==> src/rtl/ihpc_pkg.sv <==
// Shared types, constants and helpers for the IPv4 header parse/check core.
// No dependencies; imported by every module in rtl/.
package ihpc_pkg;

    localparam int HDR_BYTES   = 20;
    localparam int POS_W       = $clog2(HDR_BYTES + 1);
    localparam int CAP_DEPTH   = HDR_BYTES - 1;
    localparam logic [POS_W-1:0] LAST_POS = POS_W'(HDR_BYTES - 1);
    localparam logic [POS_W-1:0] DONE_POS = POS_W'(HDR_BYTES);

    localparam logic [15:0] VER4_BIAS   = 16'h0040;
    localparam logic [15:0] MIN_HDR_LEN = 16'd20;
    localparam logic [15:0] SUM_ALL_ONE = 16'hFFFF;

    // Input transaction
    typedef struct packed {
        logic [7:0] header_byte;
        logic       first_byte;
    } t_in;

    // Result transaction
    typedef struct packed {
        logic [7:0]  version_ihl;
        logic [7:0]  service_type;
        logic [15:0] total_length;
        logic [15:0] ident;
        logic [15:0] flags_offset;
        logic [7:0]  hop_limit;
        logic [7:0]  proto_byte;
        logic [15:0] header_sum_field;
        logic [31:0] source_addr;
        logic [31:0] dest_addr;
        logic        checksum_ok;
        logic        options_or_fragment;
    } t_out;

    // Complete raw header plus its final ones'-complement sum
    typedef struct packed {
        logic [HDR_BYTES-1:0][7:0] bytes;
        logic [15:0]               sum;
    } t_raw_hdr;

    // Ones'-complement add with end-around carry
    function automatic logic [15:0] oc_add(input logic [15:0] a, input logic [15:0] b);
        logic [16:0] s;
        s = {1'b0, a} + {1'b0, b};
        return s[15:0] + {15'd0, s[16]};
    endfunction

endpackage

==> src/rtl/ipv4_header_parse_check_core.sv <==
// IPv4 fixed-header parser with header checksum check: top level.
// The result is registered and appears in the cycle after the transaction carrying byte 19.
// Throughput: one header byte per cycle; the only stall is byte 19 arriving
// while the previous result still sits unread in the result register.
// Reset (i_rst_n low, synchronous) clears position, sum and result valid.
// Depends on ihpc_pkg, ihpc_collect, ihpc_check.
module ipv4_header_parse_check_core
    import ihpc_pkg::*;
(
    input  logic i_clk,
    input  logic i_rst_n,
    // header byte stream
    input  logic i_in_valid,
    output logic o_in_ready,
    input  t_in  i_in_data,
    // parsed header results
    output logic o_out_valid,
    input  logic i_out_ready,
    output t_out o_out_data
);

    logic     take;
    logic     last_pending;
    logic     emit;
    logic     stalled;
    t_raw_hdr raw;

    // Only the closing byte of a header loads the result register, so every
    // other byte is taken even while a result waits downstream. A byte with
    // first_byte set always restarts at position 0 and never closes a header.
    assign o_in_ready = !stalled || !last_pending || i_in_data.first_byte;
    assign take       = i_in_valid && o_in_ready;

    // Position counter, running ones'-complement sum, byte capture
    ihpc_collect u_collect (
        .i_clk          (i_clk),
        .i_rst_n        (i_rst_n),
        .i_take         (take),
        .i_in           (i_in_data),
        .o_last_pending (last_pending),
        .o_emit         (emit),
        .o_raw          (raw)
    );

    // Field slicing, checksum and length checks, result register
    ihpc_check u_check (
        .i_clk       (i_clk),
        .i_rst_n     (i_rst_n),
        .i_load      (emit),
        .i_raw       (raw),
        .i_out_ready (i_out_ready),
        .o_stalled   (stalled),
        .o_out_valid (o_out_valid),
        .o_out       (o_out_data)
    );

endmodule

==> src/rtl/ihpc_collect.sv <==
// Byte collector: position counter, running checksum and byte capture.
// Depends on ihpc_pkg.
module ihpc_collect
    import ihpc_pkg::*;
(
    input  logic     i_clk,
    input  logic     i_rst_n,
    input  logic     i_take,
    input  t_in      i_in,
    output logic     o_last_pending,
    output logic     o_emit,
    output t_raw_hdr o_raw
);

    logic [POS_W-1:0] r_pos, n_pos, pos_eff;
    logic [15:0]      r_sum, n_sum, sum_eff;
    logic [7:0]       r_hold, n_hold, hold_eff;
    logic [7:0]       r_cap [CAP_DEPTH];

    always_comb begin
        pos_eff  = i_in.first_byte ? '0 : r_pos;
        sum_eff  = i_in.first_byte ? '0 : r_sum;
        hold_eff = i_in.first_byte ? '0 : r_hold;
        n_pos    = r_pos;
        n_sum    = r_sum;
        n_hold   = r_hold;
        if (i_take) begin
            n_pos  = pos_eff;
            n_sum  = sum_eff;
            n_hold = hold_eff;
            if (pos_eff < DONE_POS) begin
                if (pos_eff[0]) begin
                    n_sum = oc_add(sum_eff, {hold_eff, i_in.header_byte});
                end else begin
                    n_hold = i_in.header_byte;
                end
                n_pos = pos_eff + POS_W'(1);
            end
        end
    end

    always_ff @(posedge i_clk) begin
        if (!i_rst_n) begin
            r_pos  <= '0;
            r_sum  <= '0;
            r_hold <= '0;
        end else begin
            r_pos  <= n_pos;
            r_sum  <= n_sum;
            r_hold <= n_hold;
        end
    end

    // Capture store, no reset: every entry is written before a result reads it
    always_ff @(posedge i_clk) begin
        if (i_take && pos_eff < LAST_POS) begin
            r_cap[pos_eff] <= i_in.header_byte;
        end
    end

    assign o_last_pending = (r_pos == LAST_POS);
    assign o_emit         = i_take && (pos_eff == LAST_POS);

    always_comb begin
        for (int i = 0; i < CAP_DEPTH; i++) begin
            o_raw.bytes[i] = r_cap[i];
        end
        o_raw.bytes[HDR_BYTES-1] = i_in.header_byte;
        o_raw.sum = n_sum;
    end

endmodule

==> src/rtl/ihpc_check.sv <==
// Field extraction, checksum/length checks and the result register.
// Depends on ihpc_pkg.
module ihpc_check
    import ihpc_pkg::*;
(
    input  logic     i_clk,
    input  logic     i_rst_n,
    input  logic     i_load,
    input  t_raw_hdr i_raw,
    input  logic     i_out_ready,
    output logic     o_stalled,
    output logic     o_out_valid,
    output t_out     o_out
);

    logic        r_valid;
    t_out        r_out, n_out;
    logic [15:0] len_base, hdr_len;

    always_comb begin
        len_base = {8'h00, i_raw.bytes[0]} - VER4_BIAS;
        hdr_len  = {len_base[13:0], 2'b00};

        n_out.version_ihl      = i_raw.bytes[0];
        n_out.service_type     = i_raw.bytes[1];
        n_out.total_length     = {i_raw.bytes[2], i_raw.bytes[3]};
        n_out.ident            = {i_raw.bytes[4], i_raw.bytes[5]};
        n_out.flags_offset     = {i_raw.bytes[6], i_raw.bytes[7]};
        n_out.hop_limit        = i_raw.bytes[8];
        n_out.proto_byte       = i_raw.bytes[9];
        n_out.header_sum_field = {i_raw.bytes[10], i_raw.bytes[11]};
        n_out.source_addr      = {i_raw.bytes[12], i_raw.bytes[13],
                                  i_raw.bytes[14], i_raw.bytes[15]};
        n_out.dest_addr        = {i_raw.bytes[16], i_raw.bytes[17],
                                  i_raw.bytes[18], i_raw.bytes[19]};
        n_out.checksum_ok      = (i_raw.sum == SUM_ALL_ONE)
                                 && (n_out.header_sum_field != 16'd0)
                                 && (hdr_len >= MIN_HDR_LEN);
        n_out.options_or_fragment = (hdr_len > MIN_HDR_LEN)
                                    || (n_out.ident != 16'd0)
                                    || (n_out.flags_offset != 16'd0);
    end

    always_ff @(posedge i_clk) begin
        if (!i_rst_n) begin
            r_valid <= 1'b0;
        end else if (i_load) begin
            r_valid <= 1'b1;
        end else if (i_out_ready) begin
            r_valid <= 1'b0;
        end
    end

    always_ff @(posedge i_clk) begin
        if (i_load) begin
            r_out <= n_out;
        end
    end

    assign o_stalled   = r_valid && !i_out_ready;
    assign o_out_valid = r_valid;
    assign o_out       = r_out;

endmodule

==> config.mk <==
export PLATFORM = sky130hd
export DESIGN_NAME = ipv4_header_parse_check_core
export DESIGN_NICKNAME = d
export VERILOG_FILES = /design/src/rtl/ihpc_pkg.sv /design/src/rtl/ipv4_header_parse_check_core.sv /design/src/rtl/ihpc_collect.sv /design/src/rtl/ihpc_check.sv
export SDC_FILE = /design/constraint.sdc
export NUM_CORES = 1
export LEC_CHECK = 0
export ABC_AREA = 1
export BUFFER_PORTS_ARGS = -buffer_cell sky130_fd_sc_hd__buf_2
export CAP_MARGIN = 0
export CORE_ASPECT_RATIO = 2
export CORE_UTILIZATION = 40
export DETAILED_ROUTE_END_ITERATION = 8
export HOLD_SLACK_MARGIN = 0.08
export PLACE_DENSITY = 0.69
export SETUP_SLACK_MARGIN = 0.05
export SYNTH_ARGS = -nofsm -noshare
export SYNTH_HDL_FRONTEND = slang
export SYNTH_SLANG_ARGS = --single-unit
==> constraint.sdc <==
create_clock -name i_clk -period 9.9 [get_ports i_clk]
set_clock_uncertainty 0.1 [all_clocks]
set_input_delay 0.495 -clock i_clk [delete_from_list [all_inputs] [get_ports i_clk]]
set_output_delay 0.495 -clock i_clk [all_outputs]
set_load 0.03 [all_outputs]
==> results of run 1 <==
## area by class of cell
class / instances / area, um^2
clock buffers: 33 / 718
clock inverters: 15 / 190
fillers: 2720 / 16500
inverters: 80 / 308
multi-input cells: 503 / 2500
flip-flops and latches: 344 / 10000
well taps: 423 / 529
repair buffers: 182 / 926
## power by group through the flow
stage	Clock, W	Combinational (W)	Sequential [W]
2_1_floorplan	0	0.0000674	0.00162
3_3_place_gp	0	0.000110	0.00162
3_5_place_dp	0	0.000111	0.00162
4_1_cts	0.00113	0.000111	0.00159
5_1_grt	0.00117	0.000122	0.00159
6_report	0.00111	0.000111	0.00159
## per-stage QoR
stage / instances / area (um^2)
2_1_floorplan: 939 / 12900
3_3_place_gp: 1532 / 14300
3_5_place_dp: 1532 / 14300
4_1_cts: 1580 / 15200
5_1_grt: 1580 / 15200
6_report: 1580 / 15200
## per-layer routing
metal	global-route usage	routed length (um)
met4	0.123	2010
met2	0.382	17800
met3	0.0186	890
met1	0.170	9870
met5	0	0
## Yosys cell counts (6+ instances only)
| cell | count |
|---|---|
| nor4_1 | 7 |
| nand2_1 | 197 |
| nand2_2 | 19 |
| nor2_1 | 91 |
| inv_2 | 6 |
| ha_1 | 17 |
| dfxtp_1 | 30 |
| edfxtp_1 | 314 |
| inv_1 | 73 |
| o21ai_0 | 15 |
| a21oi_1 | 31 |
| nand3_1 | 63 |
| nor2_2 | 9 |
| clkbuf_1 | 7 |
## worst max-delay path by stage
stage | endpoint | depth (start not counted)
final | u_check.o_out[1] | 36
after global routing | u_check.o_out[1] | 36
after CTS | u_check.o_out[1] | 36
after detailed placement | u_check.o_out[1] | 36
after global placement | u_check.o_out[1] | 36
after floorplan | o_out_data[100] | 11
## flip-flops by register name, indices dropped and copies added (netlist names)
signal / count
o_out_data: 152
u_collect.r_cap: 152
u_collect.r_sum: 16
u_check.o_out: 10
u_collect.r_hold: 8
u_collect.r_pos: 5
u_check.o_out_valid: 1
## logic make-up (layout without fill, tap and decap cells)
group	Yosys count	after routing	synth area share
buffers and inverters	92	310	0.0299
xor gates and xnor gates	1	1	0.000678
DFF	344	344	0.777
AOI/OAI and AO/OA	73	73	0.0329
adders and majority gates	18	18	0.0180
and+or+nand+nor	411	411	0.142
## worst max-delay path: cells and delay by family
kind | cells | cell delay [ns]
buf+inv | 1 | 0.42
fa+ha+maj | 4 | 1.12
simple gates | 31 | 2.59
==> results.toml, run 1 <==
[status]
status = "complete, no violations"

[synthesis]
post_synth_num_cell_types = 40
synthCells = 939
synthFlopType = "edfxtp_1"
ys_seq_area_frac = 0.777
synth_top_area_share = 0.730
synth_seq_cells = 344
synth_edf_count = 314
yosys.area.top_type = "edfxtp_1"
netlist_area_um2 = 12900
yosys_warnings = 0
syn_area_per_cell_um2 = 13.8
synthTopCellsByArea = "edfxtp_1, nand2_1, dfxtp_1"
synth_nets = 970
async_flop_share = 0

[cells_and_area]
final_common_cell = "edfxtp_1"
final_core_util = 0.480
antennaDiodeCount = 0
final_cell_mix = "edfxtp_1, nand2_1, buf_2"
area_growth_pct = 17.8
drive_gt1_frac = 0.239
nNetsFinal = 1168

[power_and_ir_drop]
pwr_density_cell_nw_per_um2 = 185
p_int_w = 0.00223
p_clk_frac = 0.394
ir_worst_vdd_mv = 0.111
p_leak_nw = 5.68
swShare = 0.204
power_frac_comb = 0.040
p_total_w = 0.00281
switching_power_w = 0.000574
seq_power_share = 0.567

[detailed_routing]
drtPass1Iterations = 5
routed_wl_um = 30500
vias = 7704
drtIter0Drc = 489
routedWlPerCell_um = 19.3
post_drt_via_cell_ratio = 4.88
postRouteAntennaNets = 0
route.detailed.drc = 0

[die]
pin_count = 177
fp.dieW_um = 129
core-area_um2 = 31700
start_util = 0.408
dieArea_um2 = 33000
row_count = 92
die_h_um = 256

[sta]
fin_tns_setup_ns = 0
slew_headroom = 0.266
drv_slew = 0
hold_violations = 0
worst_slew_pin_slew_ns = 1.10
worst_hold_slack_ns = 0.124
rsz0062_at_grt = "no"
max_freq_mhz = 230
setup_viol = 0
layout_setup_ws_ns = 5.55
post-route-period-util = 0.439
period_needed_ns = 4.35

[setup_path]
r2r-end = "u_check.o_out[1]"
r2r.worst_path.cells = 36
endpoint_kind = "flip-flop"
startpoint_type = "input port"
crit_top_cell = "nand2_1"
critPathLaunch = "i_in_data[0]"
r2r-start = "u_collect.r_sum[0]"
arrival_ns = 4.66
critical-path-max-stage-delay_ns = 0.42
worst_path_max_delay_cell = "buf_2"
path_max_fanout = 18
worst_ep_required_time_ns = 10.21
path_class = "in -> reg"
regToRegSetupSlack_ns = 5.62

[global_route]
antenna_found_initial = 0
grt_max_degree = 70
overflow = 0
grt_pass1_vias = 7729
track_usage = 0.189
grt_pass1_wl_um = 45200

[clock_network]
cts_hold_buf = 0
cts_tree = "built"
clk_pin_slew_ns = 0.07
worstSkewPairLatency_ns = 0.55
cts_setup_buffers = 0
cts_buffers = 26
clock_sinks = 344
htreeDepth = 1
root_buffer = "clkbuf_16"
clockBufferDepth = 3
postCtsResizedCells = 0

[place]
port-buffer-count = 176
hpwl_um = 22100
place_ws_ns = 5.00
place_congestion = 0.959

[worst_hold_path]
hold_path.class = "in -> reg"
hold_path_end = "u_collect.r_sum[13]"
min_path_cells = 2
hold_start = "i_rst_n"

[flow_run]
maxCapViolCount = 0
Power figures use the tool's default switching activity.
==> inputs of run 2 (changes only) <==
- ABC_AREA: 1 -> 0
- clock period: 9.9 -> 4.4 ns (I/O delays scaled with it)
==> results.toml, run 2 <==
[die]
die_h_um = 254
start_util = 0.405
core-area_um2 = 31400
pin_count = 177
dieArea_um2 = 32600
row_count = 92
fp.dieW_um = 128

[sta]
worst_slew_pin_slew_ns = 0.817
post-route-period-util = 0.984
max_freq_mhz = 231
setup_viol = 0
period_needed_ns = 4.33
drv_slew = 0
hold_violations = 0
worst_hold_slack_ns = 0.122
slew_headroom = 0.455
rsz0062_at_grt = "yes"
fin_tns_setup_ns = 0

[synthesis]
synth_top_area_share = 0.741
async_flop_share = 0
post_synth_num_cell_types = 70
yosys_warnings = 0
syn_area_per_cell_um2 = 16.8
synth_seq_cells = 344
synthFlopType = "edfxtp_1"
yosys.area.top_type = "edfxtp_1"
yosysMostFrequentCell = "edfxtp_1"
netlist_area_um2 = 12700
synthTopCellsByCount = "edfxtp_1, nand2_1, nor2_1"
synthTopCellsByArea = "edfxtp_1, dfxtp_1, ha_1"
synth_nets = 787
ys_seq_area_frac = 0.789
synth_edf_count = 314
synthCells = 756

[place]
dpl_cell_area_um2 = 14500
port-buffer-count = 176
hpwl_um = 22500
place_congestion = 0.992
dp.cells = 1390

[clock_network]
clk_pin_slew_ns = 0.07
worstSkewPairLatency_ns = 0.54
clockBufferDepth = 3
clock_sinks = 344
cts_tree = "built"
cts_buffers = 27
root_buffer = "clkbuf_16"
htreeDepth = 1

[detailed_routing]
routed_wl_um = 31500
drtPass1Iterations = 5
routedWlPerCell_um = 21.8
route.detailed.drc = 0
drtIter0Drc = 495
post_drt_via_cell_ratio = 5.18
vias = 7512
postRouteAntennaNets = 0

[setup_path]
startpoint_type = "flip-flop"
path_max_fanout = 2
worst_ep_required_time_ns = 4.59
arrival_ns = 4.53
path_class = "reg -> reg"
endpoint_kind = "flip-flop"

[power_and_ir_drop]
p_leak_nw = 5.59
ir_worst_vdd_mv = 0.208
pwr_density_cell_nw_per_um2 = 406

[global_route]
globalRouteMet2Util = 0.395
grt_pass1_vias = 7579
track_usage = 0.195
gr-usage-met1 = 0.171
overflow = 0
gr-max-usage-layer = "met2"
use_met3 = 0.0164
grt_pass1_wl_um = 45200
antenna_found_initial = 0
grt_max_degree = 82

[cells_and_area]
layoutNonFillerInstCount = 1449
final_core_util = 0.498
area_growth_pct = 23.0
final_cell_area_um2 = 15600
final_cell_mix = "edfxtp_1, buf_2, buf_4"
antennaDiodeCount = 0
final_common_cell = "edfxtp_1"
nNetsFinal = 1037
drive_gt1_frac = 0.315

[flow_run]
maxCapViolCount = 0

[worst_hold_path]
hold_path.class = "in -> reg"

[status]
status = "complete, no violations"
## run 2: power breakdown
part	leakage [nW]	switching (W)	internal, W	total, W
logic	2.06	0.000160	0.0000752	0.000236
clock network	0.465	0.00112	0.00143	0.00255
registers	3.07	0.0000122	0.00355	0.00357
## run 2: critical path, cell delays in order (launching register included)
cell,delay [ns]
dfxtp_2,0.32
nor2b_1,0.12
ha_2,0.18
fa_2,0.34
a21o_1,0.17
maj3_2,0.34
o2111ai_4,0.09
a31oi_2,0.13
o21ai_1,0.15
nand2b_1,0.09
a21o_1,0.16
a21o_1,0.18
ha_4,0.18
ha_4,0.16
or2_2,0.29
a32o_1,0.27
and4b_1,0.21
nand4_1,0.12
nor4b_2,0.07
buf_4,0.14
nand4_1,0.11
nor4_2,0.05
o211a_1,0.13
## run 2: routing by layer
| layer | vias up | part of all wire | routed length [um] |
|---|---|---|---|
| li1 | 3421 | - | - |
| met1 | 3712 | 0.31 | 9760 |
| met2 | 269 | 0.58 | 18400 |
| met3 | 110 | 0.029 | 928 |
| met4 | 0 | 0.078 | 2470 |
| met5 | - | 0 | 0 |
## run 2: final timing paths
kind / from / endpoint / slack, ns / cells after the start
setup reg to reg: u_collect.r_sum[0] / u_check.o_out[1] / 0.07 / 22
setup / recovery: u_collect.r_sum[0] / u_check.o_out[1] / 0.07 / 22
hold / removal: i_in_data[0] / u_collect.r_pos[3] / 0.12 / 4
hold reg to reg: u_collect.r_cap[14][3] / o_out_data[45] / 0.32 / 0
## run 2: what timing repair did
item | in CTS | in global routing
hold buffers | 5 | 0
pin swaps | 16 | 15
endpoints found under the hold margin | 16 | 0
resized for setup | 10 | 11
setup endpoints to repair | 1 | 3
buffers inserted | 3 | 2
## run 2: final cells by class
cell class,instances,area (um^2)
Sequential cell,344,10000
Clock inverter,14,184
Fill cell,2638,15800
Inverter,14,52.6
Clock buffer,35,766
Multi-Input combinational cell,375,2650
Tap cell,423,529
Timing Repair Buffer,244,1430
## run 2: cell families after synthesis
family,share of synthesized area
flops,0.789
compound gates,0.0684
buf+inv,0.0116
simple gates,0.0909
xor+xnor,0.0198
fa+ha+maj,0.0207
## run 2: through the flow
stage,power (W),setup WS [ns]
after floorplan,0.00375,0.0582
after global placement,0.00386,-0.194
after detailed placement,0.00386,-0.221
after CTS,0.00639,-0.109
after global routing,0.00652,-0.175
final,0.00635,0.0685
